<file path="src/hdl/gbci_pkg.sv">
// ----------------------------------------------------------------------------
// gbci_pkg: shared types and constants
// Word types, configuration register indexes, reset values and the status
// struct of the shared serial divider.
// ----------------------------------------------------------------------------
package gbci_pkg;

    // Default fraction width of the 12.F position registers
    localparam int GBCI_POS_FRAC_BITS = 16;

    // Configuration port
    localparam int CFG_INDEX_W = 1;
    localparam int CFG_DATA_W  = 16;

    localparam logic [CFG_INDEX_W-1:0] CFG_RATE_DIVIDER      = 1'd0;
    localparam logic [CFG_INDEX_W-1:0] CFG_CALIBRATION_COUNT = 1'd1;

    localparam logic [15:0] RATE_DIVIDER_RESET      = 16'd64;
    localparam logic [15:0] CALIBRATION_COUNT_RESET = 16'd1000;

    // s16.8 offset limits
    localparam logic [23:0] OFFSET_MAX = 24'h7F_FFFF;
    localparam logic [23:0] OFFSET_MIN = 24'h80_0000;

    // Divisor width: rate_divider * 256 fits in 24 bits
    localparam int DIV_DSR_W = 24;

    // Input word
    typedef struct packed {
        logic signed [15:0] rate_x;
        logic signed [15:0] rate_y;
        logic signed [15:0] rate_z;
        logic               recalibrate;
    } gbci_in_t;

    // Output word
    typedef struct packed {
        logic [11:0] duty_x;
        logic [11:0] duty_y;
        logic [11:0] duty_z;
        logic        calibrating;
    } gbci_out_t;

    // Divider status
    typedef struct packed {
        logic busy;
        logic done;
    } gbci_div_stat_t;

endpackage

</file>
<file path="src/hdl/gbci_stream_if.sv">
// ----------------------------------------------------------------------------
// gbci_stream_if: valid/ready channel
// Carries one payload word per handshake; a word moves when valid and ready
// are both high at a rising clock edge.
// ----------------------------------------------------------------------------
interface gbci_stream_if #(
    parameter type payload_t = logic
);
    logic     valid;
    logic     ready;
    payload_t data;

    modport source (output valid, output data, input ready);
    modport sink   (input valid, input data, output ready);
endinterface

</file>
<file path="src/hdl/gyro_bias_calibrate_integrate.sv">
// ----------------------------------------------------------------------------
// gyro_bias_calibrate_integrate: gyro bias calibration and rate integration
// Averages a run of samples into per-axis s16.8 offsets, then integrates the
// corrected, scaled rate into clamped 12.F positions given out as PWM duties.
// ----------------------------------------------------------------------------
// Sequence: an accepted word passes S_START; a calibration word that does not
//   end the run goes on to S_OUT, any other word first runs one serial divider,
//   shared across the three axes, once per axis before S_OUT.
// Flow: a new word is taken only in S_IDLE, once the last one is through;
//   S_OUT waits while a result still sits in the output register.
// Reset: positions 2047.0, offsets, sums, count zero; registers 64 and 1000.
module gyro_bias_calibrate_integrate
    import gbci_pkg::*;
#(
    parameter int POSITION_FRACTION_BITS = GBCI_POS_FRAC_BITS
)(
    input  logic                   clk,
    input  logic                   rst_n,
    input  logic                   cfg_we,
    input  logic [CFG_INDEX_W-1:0] cfg_index,
    input  logic [CFG_DATA_W-1:0]  cfg_data,
    gbci_stream_if.sink            in_ch,
    gbci_stream_if.source          out_ch
);

    localparam int F      = POSITION_FRACTION_BITS;
    localparam int POS_W  = 12 + F;
    localparam int STEP_W = F + 18;
    localparam int DVD_W  = (F + 24 > 39) ? F + 24 : 39;

    localparam logic [POS_W-1:0] POS_TOP = {12'd4095, {F{1'b0}}};
    localparam logic [POS_W-1:0] POS_MID = {12'd2047, {F{1'b0}}};

    typedef enum logic [2:0] {
        S_IDLE,
        S_START,
        S_DIV_INIT,
        S_DIV_WAIT,
        S_DIV_DONE,
        S_OUT
    } state_t;

    state_t state_reg, state_next;

    logic [15:0]      s_reg   [3];
    logic [15:0]      s_next  [3];
    logic [POS_W-1:0] pos_reg [3];
    logic [POS_W-1:0] pos_next[3];
    logic [23:0]      off_reg [3];
    logic [23:0]      off_next[3];
    logic [32:0]      sum_reg [3];
    logic [32:0]      sum_next[3];

    logic        recal_reg, recal_next;
    logic [15:0] left_reg, left_next;
    logic [15:0] rdiv_reg, rdiv_next;
    logic [15:0] ccnt_reg, ccnt_next;
    logic        mode_off_reg, mode_off_next;
    logic [1:0]  axis_reg, axis_next;
    logic        neg_reg, neg_next;
    logic        out_valid_reg, out_valid_next;
    gbci_out_t   out_data_reg, out_data_next;

    // Divider hookup
    logic                 div_start;
    logic [DVD_W-1:0]     div_dividend;
    logic [DIV_DSR_W-1:0] div_divisor;
    logic [DVD_W-1:0]     div_quotient;
    gbci_div_stat_t       div_stat;

    // Decode and operand signals
    logic [15:0]      eff_div;
    logic [15:0]      eff_cnt;
    logic             restart;
    logic [15:0]      left_eff;
    logic [24:0]      int_diff;
    logic [24:0]      int_mag;
    logic             int_neg;
    logic [32:0]      sum_sel;
    logic [32:0]      sum_mag;
    logic             sum_neg;
    logic [STEP_W-1:0] step;
    logic [STEP_W-1:0] psum;
    logic [POS_W-1:0] pos_clamped;
    logic [23:0]      off_sat;

    gbci_div #(
        .DVD_W (DVD_W),
        .DSR_W (DIV_DSR_W)
    ) u_div (
        .clk      (clk),
        .rst_n    (rst_n),
        .start    (div_start),
        .dividend (div_dividend),
        .divisor  (div_divisor),
        .quotient (div_quotient),
        .stat     (div_stat)
    );

    assign in_ch.ready  = (state_reg == S_IDLE);
    assign out_ch.valid = out_valid_reg;
    assign out_ch.data  = out_data_reg;

    // Register decode and restart decision
    always_comb
    begin
        eff_div  = (rdiv_reg == 16'd0) ? 16'd1 : rdiv_reg;
        eff_cnt  = (ccnt_reg == 16'd0) ? 16'd1 : ccnt_reg;
        restart  = recal_reg ||
                   (left_reg == 16'd0 && off_reg[0] == 24'd0 &&
                    off_reg[1] == 24'd0 && off_reg[2] == 24'd0);
        left_eff = restart ? eff_cnt : left_reg;
    end

    // Divider operands for the current axis
    always_comb
    begin
        // integrate: (s * 256 - offset) << F over divider * 256
        int_diff = {s_reg[axis_reg][15], s_reg[axis_reg], 8'h00} -
                   {off_reg[axis_reg][23], off_reg[axis_reg]};
        int_neg  = int_diff[24];
        int_mag  = int_neg ? (25'd0 - int_diff) : int_diff;

        // offset: sum * 256 over count; |sum| stays below 2^31
        sum_sel  = sum_reg[axis_reg];
        sum_neg  = sum_sel[32];
        sum_mag  = sum_neg ? (33'd0 - sum_sel) : sum_sel;

        if (mode_off_reg)
        begin
            div_dividend = DVD_W'(sum_mag[30:0]) << 8;
            div_divisor  = DIV_DSR_W'(eff_cnt);
        end
        else
        begin
            div_dividend = DVD_W'(int_mag[23:0]) << F;
            div_divisor  = {eff_div, 8'h00};
        end
    end

    // Apply the signed quotient: clamp the position, saturate the offset
    always_comb
    begin
        step = neg_reg ? (STEP_W'(0) - STEP_W'(div_quotient[F+15:0]))
                       : STEP_W'(div_quotient[F+15:0]);
        psum = STEP_W'(pos_reg[axis_reg]) + step;
        if (psum[STEP_W-1])
            pos_clamped = '0;
        else if (psum > STEP_W'(POS_TOP))
            pos_clamped = POS_TOP;
        else
            pos_clamped = psum[POS_W-1:0];

        if (!neg_reg)
            off_sat = (div_quotient > DVD_W'(OFFSET_MAX)) ? OFFSET_MAX
                                                          : div_quotient[23:0];
        else
            off_sat = (div_quotient > DVD_W'(OFFSET_MIN)) ? OFFSET_MIN
                                                          : (24'd0 - div_quotient[23:0]);
    end

    // Sequencer
    always_comb
    begin
        state_next     = state_reg;
        recal_next     = recal_reg;
        left_next      = left_reg;
        rdiv_next      = rdiv_reg;
        ccnt_next      = ccnt_reg;
        mode_off_next  = mode_off_reg;
        axis_next      = axis_reg;
        neg_next       = neg_reg;
        out_valid_next = out_valid_reg;
        out_data_next  = out_data_reg;
        div_start      = 1'b0;
        for (int i = 0; i < 3; i++)
        begin
            s_next[i]   = s_reg[i];
            pos_next[i] = pos_reg[i];
            off_next[i] = off_reg[i];
            sum_next[i] = sum_reg[i];
        end

        // configuration writes
        if (cfg_we)
        begin
            case (cfg_index)
                CFG_RATE_DIVIDER:      rdiv_next = cfg_data;
                CFG_CALIBRATION_COUNT: ccnt_next = cfg_data;
                default:               ;
            endcase
        end

        // output word taken
        if (out_valid_reg && out_ch.ready)
            out_valid_next = 1'b0;

        case (state_reg)
            S_IDLE:
            begin
                if (in_ch.valid)
                begin
                    s_next[0]  = in_ch.data.rate_x;
                    s_next[1]  = in_ch.data.rate_y;
                    s_next[2]  = in_ch.data.rate_z;
                    recal_next = in_ch.data.recalibrate;
                    state_next = S_START;
                end
            end

            S_START:
            begin
                axis_next = 2'd0;
                if (restart)
                begin
                    for (int i = 0; i < 3; i++)
                        pos_next[i] = POS_MID;
                end
                if (left_eff == 16'd0)
                begin
                    mode_off_next = 1'b0;
                    state_next    = S_DIV_INIT;
                end
                else
                begin
                    for (int i = 0; i < 3; i++)
                        sum_next[i] = (restart ? 33'd0 : sum_reg[i]) +
                                      {{17{s_reg[i][15]}}, s_reg[i]};
                    left_next = left_eff - 16'd1;
                    if (left_eff == 16'd1)
                    begin
                        mode_off_next = 1'b1;
                        state_next    = S_DIV_INIT;
                    end
                    else
                    begin
                        state_next = S_OUT;
                    end
                end
            end

            S_DIV_INIT:
            begin
                div_start  = 1'b1;
                neg_next   = mode_off_reg ? sum_neg : int_neg;
                state_next = S_DIV_WAIT;
            end

            S_DIV_WAIT:
            begin
                if (div_stat.done)
                    state_next = S_DIV_DONE;
            end

            S_DIV_DONE:
            begin
                if (mode_off_reg)
                    off_next[axis_reg] = off_sat;
                else
                    pos_next[axis_reg] = pos_clamped;
                if (axis_reg == 2'd2)
                begin
                    state_next = S_OUT;
                end
                else
                begin
                    axis_next  = axis_reg + 2'd1;
                    state_next = S_DIV_INIT;
                end
            end

            S_OUT:
            begin
                if (!out_valid_reg || out_ch.ready)
                begin
                    out_valid_next            = 1'b1;
                    out_data_next.duty_x      = pos_reg[0][POS_W-1 -: 12];
                    out_data_next.duty_y      = pos_reg[1][POS_W-1 -: 12];
                    out_data_next.duty_z      = pos_reg[2][POS_W-1 -: 12];
                    out_data_next.calibrating = (left_reg != 16'd0);
                    state_next                = S_IDLE;
                end
            end

            default:
            begin
                state_next = S_IDLE;
            end
        endcase
    end

    // State and registered outputs
    always_ff @(posedge clk or negedge rst_n)
    begin
        if (!rst_n)
        begin
            state_reg     <= S_IDLE;
            left_reg      <= 16'd0;
            rdiv_reg      <= RATE_DIVIDER_RESET;
            ccnt_reg      <= CALIBRATION_COUNT_RESET;
            mode_off_reg  <= 1'b0;
            axis_reg      <= 2'd0;
            out_valid_reg <= 1'b0;
            for (int i = 0; i < 3; i++)
            begin
                pos_reg[i] <= POS_MID;
                off_reg[i] <= 24'd0;
                sum_reg[i] <= 33'd0;
            end
        end
        else
        begin
            state_reg     <= state_next;
            left_reg      <= left_next;
            rdiv_reg      <= rdiv_next;
            ccnt_reg      <= ccnt_next;
            mode_off_reg  <= mode_off_next;
            axis_reg      <= axis_next;
            out_valid_reg <= out_valid_next;
            for (int i = 0; i < 3; i++)
            begin
                pos_reg[i] <= pos_next[i];
                off_reg[i] <= off_next[i];
                sum_reg[i] <= sum_next[i];
            end
        end
    end

    // Word and operand holding, no reset
    always_ff @(posedge clk)
    begin
        recal_reg    <= recal_next;
        neg_reg      <= neg_next;
        out_data_reg <= out_data_next;
        for (int i = 0; i < 3; i++)
            s_reg[i] <= s_next[i];
    end

    // Positions never leave 0..4095.0
    a_pos_bound: assert property (@(posedge clk) disable iff (!rst_n)
        pos_reg[0] <= POS_TOP && pos_reg[1] <= POS_TOP && pos_reg[2] <= POS_TOP)
        else $error("position beyond full scale");

    // Positions hold while calibration samples remain
    a_pos_hold: assert property (@(posedge clk) disable iff (!rst_n)
        (state_reg != S_START && left_reg != 16'd0) |=>
            ($stable(pos_reg[0]) && $stable(pos_reg[1]) && $stable(pos_reg[2])))
        else $error("position moved during calibration");

    // Divider only started when free
    a_div_free: assert property (@(posedge clk) disable iff (!rst_n)
        div_start |-> !div_stat.busy)
        else $error("divider restarted while busy");

    // Calibrating flag follows the sample count
    a_cal_flag: assert property (@(posedge clk) disable iff (!rst_n)
        (state_reg == S_OUT && (!out_valid_reg || out_ch.ready)) |=>
            (out_ch.valid && out_ch.data.calibrating == (left_reg != 16'd0)))
        else $error("calibrating flag disagrees with sample count");

endmodule

</file>
<file path="src/hdl/gbci_div.sv">
// ----------------------------------------------------------------------------
// gbci_div: serial restoring divider
// Unsigned magnitude division, one quotient bit per cycle. The quotient is
// held after done until the next start.
// ----------------------------------------------------------------------------
module gbci_div
    import gbci_pkg::*;
#(
    parameter int DVD_W = 40,
    parameter int DSR_W = DIV_DSR_W
)(
    input  logic             clk,
    input  logic             rst_n,
    input  logic             start,
    input  logic [DVD_W-1:0] dividend,
    input  logic [DSR_W-1:0] divisor,
    output logic [DVD_W-1:0] quotient,
    output gbci_div_stat_t   stat
);

    localparam int CNT_W = $clog2(DVD_W + 1);

    logic [DVD_W-1:0] quo_reg, quo_next;
    logic [DSR_W-1:0] rem_reg, rem_next;
    logic [DSR_W-1:0] dsr_reg, dsr_next;
    logic [CNT_W-1:0] cnt_reg, cnt_next;
    logic             busy_reg, busy_next;
    logic             done_reg, done_next;

    logic [DSR_W:0]   shifted;
    logic [DSR_W+1:0] trial;

    // One restoring step: shift in the next dividend bit, try a subtract
    always_comb
    begin
        shifted = {rem_reg, quo_reg[DVD_W-1]};
        trial   = {1'b0, shifted} - {2'b00, dsr_reg};

        quo_next  = quo_reg;
        rem_next  = rem_reg;
        dsr_next  = dsr_reg;
        cnt_next  = cnt_reg;
        busy_next = busy_reg;
        done_next = 1'b0;

        if (start)
        begin
            quo_next  = dividend;
            rem_next  = '0;
            dsr_next  = divisor;
            cnt_next  = CNT_W'(DVD_W);
            busy_next = 1'b1;
        end
        else if (busy_reg)
        begin
            if (!trial[DSR_W+1])
            begin
                rem_next = trial[DSR_W-1:0];
                quo_next = {quo_reg[DVD_W-2:0], 1'b1};
            end
            else
            begin
                rem_next = shifted[DSR_W-1:0];
                quo_next = {quo_reg[DVD_W-2:0], 1'b0};
            end
            cnt_next = cnt_reg - 1'b1;
            if (cnt_reg == CNT_W'(1))
            begin
                busy_next = 1'b0;
                done_next = 1'b1;
            end
        end
    end

    always_ff @(posedge clk or negedge rst_n)
    begin
        if (!rst_n)
        begin
            busy_reg <= 1'b0;
            done_reg <= 1'b0;
            cnt_reg  <= '0;
        end
        else
        begin
            busy_reg <= busy_next;
            done_reg <= done_next;
            cnt_reg  <= cnt_next;
        end
    end

    // Datapath, no reset
    always_ff @(posedge clk)
    begin
        quo_reg <= quo_next;
        rem_reg <= rem_next;
        dsr_reg <= dsr_next;
    end

    assign quotient  = quo_reg;
    assign stat.busy = busy_reg;
    assign stat.done = done_reg;

endmodule

</file>
<file path="src/flat_wrapper.sv">
// flat-port wrapper written by rule: the top's interface ports become plain ports
module gyro_bias_calibrate_integrate_flat import gbci_pkg::*;
#(
    parameter int POSITION_FRACTION_BITS = GBCI_POS_FRAC_BITS
)
  (clk, rst_n, cfg_we, cfg_index, cfg_data, in_ch_valid, in_ch_data, in_ch_ready, out_ch_valid, out_ch_data, out_ch_ready);
  gbci_stream_if #(.payload_t(gbci_in_t)) in_ch_i ();
  gbci_stream_if #(.payload_t(gbci_out_t)) out_ch_i ();
  input  logic clk;
  input  logic rst_n;
  input  logic cfg_we;
  input  logic [CFG_INDEX_W-1:0] cfg_index;
  input  logic [CFG_DATA_W-1:0] cfg_data;
  input wire logic [$bits(in_ch_i.valid)-1:0] in_ch_valid;
  input wire logic [$bits(in_ch_i.data)-1:0] in_ch_data;
  output wire logic [$bits(in_ch_i.ready)-1:0] in_ch_ready;
  output wire logic [$bits(out_ch_i.valid)-1:0] out_ch_valid;
  output wire logic [$bits(out_ch_i.data)-1:0] out_ch_data;
  input wire logic [$bits(out_ch_i.ready)-1:0] out_ch_ready;
  assign in_ch_i.valid = in_ch_valid;
  assign in_ch_i.data = in_ch_data;
  assign in_ch_ready = in_ch_i.ready;
  assign out_ch_valid = out_ch_i.valid;
  assign out_ch_data = out_ch_i.data;
  assign out_ch_i.ready = out_ch_ready;
  gyro_bias_calibrate_integrate #(.POSITION_FRACTION_BITS(POSITION_FRACTION_BITS)) u_core (.clk(clk), .rst_n(rst_n), .cfg_we(cfg_we), .cfg_index(cfg_index), .cfg_data(cfg_data), .in_ch(in_ch_i), .out_ch(out_ch_i));
endmodule
</file>
<file path="config.mk">
export PLATFORM = sky130hd
export DESIGN_NAME = gyro_bias_calibrate_integrate_flat
export DESIGN_NICKNAME = d
export VERILOG_FILES = /design/src/hdl/gbci_pkg.sv /design/src/hdl/gbci_stream_if.sv /design/src/hdl/gyro_bias_calibrate_integrate.sv /design/src/hdl/gbci_div.sv /design/src/flat_wrapper.sv
export SDC_FILE = /design/constraint.sdc
export NUM_CORES = 1
export LEC_CHECK = 0
export ABC_AREA = 1
export BUFFER_PORTS_ARGS = -buffer_cell sky130_fd_sc_hd__buf_2
export CAP_MARGIN = 15
export CORE_MARGIN = 4
export CORE_UTILIZATION = 60
export DETAILED_ROUTE_END_ITERATION = 10
export GPL_TIMING_DRIVEN = 0
export PLACE_DENSITY = 0.77
export SETUP_SLACK_MARGIN = 0.1
export SKIP_CTS_REPAIR_TIMING = 1
export SYNTH_ARGS = -nofsm -noshare
export SYNTH_HDL_FRONTEND = slang
export SYNTH_SLANG_ARGS = --single-unit
</file>
<file path="constraint.sdc">
create_clock -name clk -period 7.1 [get_ports clk]
set_input_delay 0.355 -clock clk [delete_from_list [all_inputs] [get_ports clk]]
set_output_delay 0.355 -clock clk [all_outputs]
set_load 0.02 [all_outputs]
</file>
# Word level (Yosys, flattened, before mapping)
# Memories as Yosys holds them, arrays and structs flattened.
# Index checks and enable logic that the tools add are counted.
[classes]
n_reduce_logical = 31
n_bitwise = 3
eq_ne = 14
magnitude_cmp = 5
n_mux = 64
n_addsub = 13
[ops]
columns = ["operator", "n"]
rows = [
  ["2-to-1 mux 24 bit", 8],
  ["2-to-1 mux 84 bit", 2],
  ["one-hot mux 84 bit (2 select lines)", 1],
  ["2-to-1 mux 33 bit", 5],
  ["2-to-1 mux 28 bit", 5],
  ["2-to-1 mux 40 bit", 3],
  ["adder 33 bit", 3],
  ["2-to-1 mux 48 bit", 2],
  ["bitwise mux 84 bit", 1],
  ["bitwise mux 72 bit", 1],
  ["zero test 24 bit", 3],
  ["binary-select mux 33 bit (select 2 bit)", 1],
  ["zero test 16 bit", 4],
  ["binary-select mux 28 bit (select 2 bit)", 1],
  ["demux 28 bit (select 2 bit)", 1],
  ["binary-select mux 24 bit (select 2 bit)", 1],
  ["demux 24 bit (select 2 bit)", 1],
  ["2-to-1 mux 16 bit", 3],
  ["subtractor 1 x 24 -> 24 bit, first input constant", 2],
  ["greater-than comparator 40 x 23 -> 1 bit, second input constant", 1],
  ["greater-than comparator 40 x 24 -> 1 bit, second input constant", 1],
  ["adder 28 x 34 -> 34 bit", 1],
  ["greater-than comparator 34 x 28 -> 1 bit, second input constant", 1],
  ["2-to-1 mux 34 bit", 1],
  ["other kinds (36)", 77],
]
[totals]
elab_cells = 161
reg_bits = 445
ramBits = 48
in_bits = 71
output_inout_bits = 39
memories = 1
[memory_table]
columns = ["memory", "words", "word_bits", "rd", "rd_ports_with_merged_regs", "wr", "line_no", "text"]
rows = [
  ["u_core.s_reg", 3, 16, 4, 0, 3, "gyro_bias_calibrate_integrate.sv:45", "logic [15:0] s_reg [3];"],
]

# Longest topological paths before layout
[logic_depth]
word_depth = 11
ltp_mapped = 32
mapped_depth_nobuf = 30

# Cells and area by module
# A second synthesis with hierarchy kept.
[hier_totals]
hier_cells = 5134
hier_area_um2 = 35580.4
[by_module_without_submodules]
columns = ["mod", "n_inst", "seq_area_each_um2", "area_per_inst_um2", "cells_per_inst"]
rows = [
  ["gyro_bias_calibrate_integrate", 1, 10420.0, 29704.7, 4335],
  ["gbci_div", 1, 2602.5, 5875.6, 799],
]

# Least setup slack after synthesis
# Ideal clock, no wire load.
[synth_path]
path_type = "register to register"
start = "register u_core.left_reg[9]"
end = "register u_core.sum_reg[23] in the netlist's numbering"
path_buffers = 5
path_slack_ns = 2.736
t_arrival_ns = 4.232
path_stages_with_launch = 25
period_less_slack_ns = 4.364
path_cell_list = "dfrtp_1 nor4_1 nand4_1 nor2_1 nand3_2 nand2_2 buf_4 buf_2 clkbuf_1 buf_2 buf_1 nor2_1 ha_1 a21oi_1 nand2_1 a21boi_0 o21ai_0 a21boi_0 inv_1 nand2_1 nand2_1 a21boi_0 o21ai_0 xnor2_1 o21ai_1"
[synth_between]
elab_chain_cells = 9
word_cells_on_any_way = 11
classes_between = "1 x add/sub; 2 x mux; 1 x bitwise; 7 x reduce/logical"
[synth_lines]
columns = ["element", "line_no", "text"]
rows = [
  ["start: declaration", "gyro_bias_calibrate_integrate.sv:55", "logic [15:0] left_reg, left_next;"],
  ["start signal: assignment", "gyro_bias_calibrate_integrate.sv:314", "left_reg <= left_next;"],
  ["branches (longest 9 deep; another with adder 33 bit)", "-", ""],
  ["end signal: indexed assignment", "gyro_bias_calibrate_integrate.sv:324", "sum_reg[i] <= sum_next[i];"],
  ["end: declaration", "gyro_bias_calibrate_integrate.sv:51", "logic [32:0] sum_reg [3];"],
]
# Several ways; the timed one is not identified.
# A chain may end at the register's enable or synchronous reset.

# Worst setup path in the final report
[layout_path]
start = "register u_core.left_reg[3]"
end = "register u_core.sum_reg[23] in the netlist's numbering"
# Same word-level chain as after synthesis.

==> results_dict.tcl <==
set metrics [dict create \
    cts_root_buf "clkbuf_16" \
    layout.cells.non_filler 5930 \
    hpwl_um 89800 \
    cts_tree "done" \
    grt_start_max_net_pins 92 \
    dpl_cell_area_um2 36500 \
    cp.arrival_ps 7150 \
    p_leak_nw 18.7 \
    max-cap-violations 0 \
    io_pins 110 \
    antenna_found_initial 4 \
    synth_simple_gate_area_share_pct 25.7 \
    final_cell_mix "nand2_1, inv_1, nor2_1" \
    max_freq_mhz 150 \
    endpoint "u_core.sum_reg[23]" \
    synthMuxAreaShare_pct 0 \
    layout_commonest_cell "nand2_1" \
    clock_latency_ps 650 \
    dieArea_um2 61900 \
    synth_fa_ha_area_share_pct 6.58 \
    synth_edf_count 151 \
    synth_xor_area_share_pct 3.95 \
    worstPathRequired_ps 7600 \
    core.rowCount 87 \
    violations "hold timing" \
    tns_ps 0 \
    place.gp.congestion 1.02 \
    htreeDepth 2 \
    grt_pass1_vias 32100 \
    yosysSeqAreaShare_pct 37.4 \
    drc 0 \
    synth.cell_area_um2 34800 \
    reg2reg_slack_ps 440 \
    num_vias 34400 \
    ir_drop_mv 0.297 \
    worst-setup-path-type "reg2reg" \
    hold_viol 6 \
    ys.flop_type "dfrtp_1" \
    grt_usage_pct 35.8 \
    overflow 0 \
    synthArstFlopShare_pct 64.5 \
    place_ws_ps -59.9 \
    fin_crit_sh_pct 93.7 \
    clock-sinks 493 \
    synth-compound-area-share_pct 16.8 \
    crit_path_start_kind "register" \
    fin_crit_ps 6660 \
    ys_types 59 \
    power.total_mw 20.6 \
    portBuffers 109 \
    status "finished with violations" \
    synth.avg_cell_area_um2 7.09 \
    core_um2 56900 \
    hp-class "in2reg" \
    start_util_pct 61.1 \
    cts_inserted_buffers 54 \
    setup_ws_ps 445 \
    syn_inst 4905 \
    final_core_util_pct 68.1 \
    drt.antenna.violating_nets 0 \
    slew_violations 0 \
    ff2ff_path_depth 23 \
    largest_reg_flops 99 \
    post-route-cell-area_um2 38800 \
    end_kind "register" \
    yosysWarnings 0 \
    syn_to_final_growth_pct 11.5 \
    worstMarginPinSlew_ps 1180 \
    crit_fanout 19 \
    reg2reg_from "u_core.left_reg[3]" \
    synth_nets 5156 \
    timing.rr.end "u_core.sum_reg[23]" \
    vias_per_cell 5.79 \
    place_inst 5776 \
    synth_top_family_by_area "simple AND/OR/NAND/NOR gates" \
    fin_worst_skew_ps 32.9 \
    ys_seq_elements 493 \
    first_pass_iters 6 \
    hold_slack_ps -15.0 \
    crit_start "u_core.left_reg[3]" \
    die_y_um 249 \
    clockBufferDepth 3 \
    rsz0062_at_grt "false" \
    die_w_um 249 \
    max_slew_margin_pct 21.1 \
    drtIter0Drc 3467 \
    wire_per_inst_um 19.5 \
    clk_pin_slew_ps 70 \
    final_nets 5377 \
    grt_pass1_wl_um 177000 \
    finalSetupViolations 0 \
    routed_wl_um 116000 \
    powerDensity_nw_per_um2 531 \
    drive_gt1_share_pct 7.06 \
]
==> cell usage after synthesis (all sizes together) (2+ instances only) <==
master,count,area [um2]
a21oi,302,1520
and2,2,12.5
nand3b,15,113
dfrtp,278,6960
or2,30,188
buf,58,384
clkbuf,103,388
o21a,44,330
a41oi,3,26.3
ha,175,2190
inv,677,2540
dfstp,40,1050
a32o,8,80.1
a21o,7,52.6
xnor2,73,639
clkinv,7,26.3
edfxtp,151,4530
o2111ai,4,35.0
o21bai,10,75.1
nor4,27,169
o221ai,6,52.6
o211ai,21,158
dfxtp,24,480
a21boi,23,173
nand3,235,1180
o31ai,3,22.5
xor2,84,736
a211oi,4,30.0
a2bb2oi,12,105
nor3,44,220
a221oi,6,52.6
a31oi,28,175
a22oi,13,97.6
o21ai,539,2710
nand4,54,338
o311ai,3,26.3
nor2,513,1970
nand2,1254,4720
fa,5,100
o22ai,14,87.6
==> critical path, stage by stage (launching register included) <==
cell and delay [ps]:
dfrtp_1 410, nor4_1 340, nand4_1 570, nor2_1 290, nand3_2 300, nand2_2 230, buf_4 190, buf_2 400
buf_2 380, buf_1 510, nor2_1 90, ha_1 360, a21oi_1 160, nand2_1 90, a21boi_0 270, o21ai_0 360
a21boi_1 470, inv_1 80, nand2_1 70, nand2_1 80, a21boi_0 330, o21ai_0 220, xnor2_1 210, o21ai_1 80
==> layout make-up <==
type / instances / area [um2]
Sequential cell: 493 / 13000
Clock inverter: 38 / 370
Antenna cell: 2 / 5.00
Fill cell: 4986 / 18200
Timing Repair Buffer: 166 / 1210
Tap cell: 756 / 946
Clock buffer: 64 / 1440
Multi-Input combinational cell: 3567 / 18400
Inverter: 684 / 2570
Buffer: 160 / 772
==> worst min path at each step <==
stage,startpoint,end,cells after the start
finish,cfg_data[9],u_core.ccnt_reg[9],3
global route,cfg_data[9],u_core.ccnt_reg[9],3
floorplan,rst_n,u_core.axis_reg[0],0
detailed placement,rst_n,u_core.pos_reg[4],1
CTS,rst_n,u_core.pos_reg[2],1
global placement,u_core.pos_reg[27],u_core.out_ch.data[12],0
==> layer usage <==
metal  up-vias  GRT usage (%)  wire length (um)  part of all wire (%)
met1     15800           46.7             46400                    40
met5         -              0                16                 0.014
met4         2           19.9              7450                   6.4
met2      1615           57.9             52600                    45
met3       379           4.92              9240                   8.0
li1      16500              -                 -                     -
==> logic make-up after synthesis <==
group	count (synthesis)
and+or+nand+nor	2176
xor gates and xnor gates	157
adders and majority gates	180
buffers and inverters	845
DFF	493
AOI/OAI and AO/OA	1054
==> power breakdown <==
part | switching, mW | internal, mW | total, mW
clock network | 1.27 | 1.62 | 2.89
registers | 0.652 | 3.99 | 4.64
logic | 8.89 | 4.16 | 13.0
(Power assumes the default switching activity.)
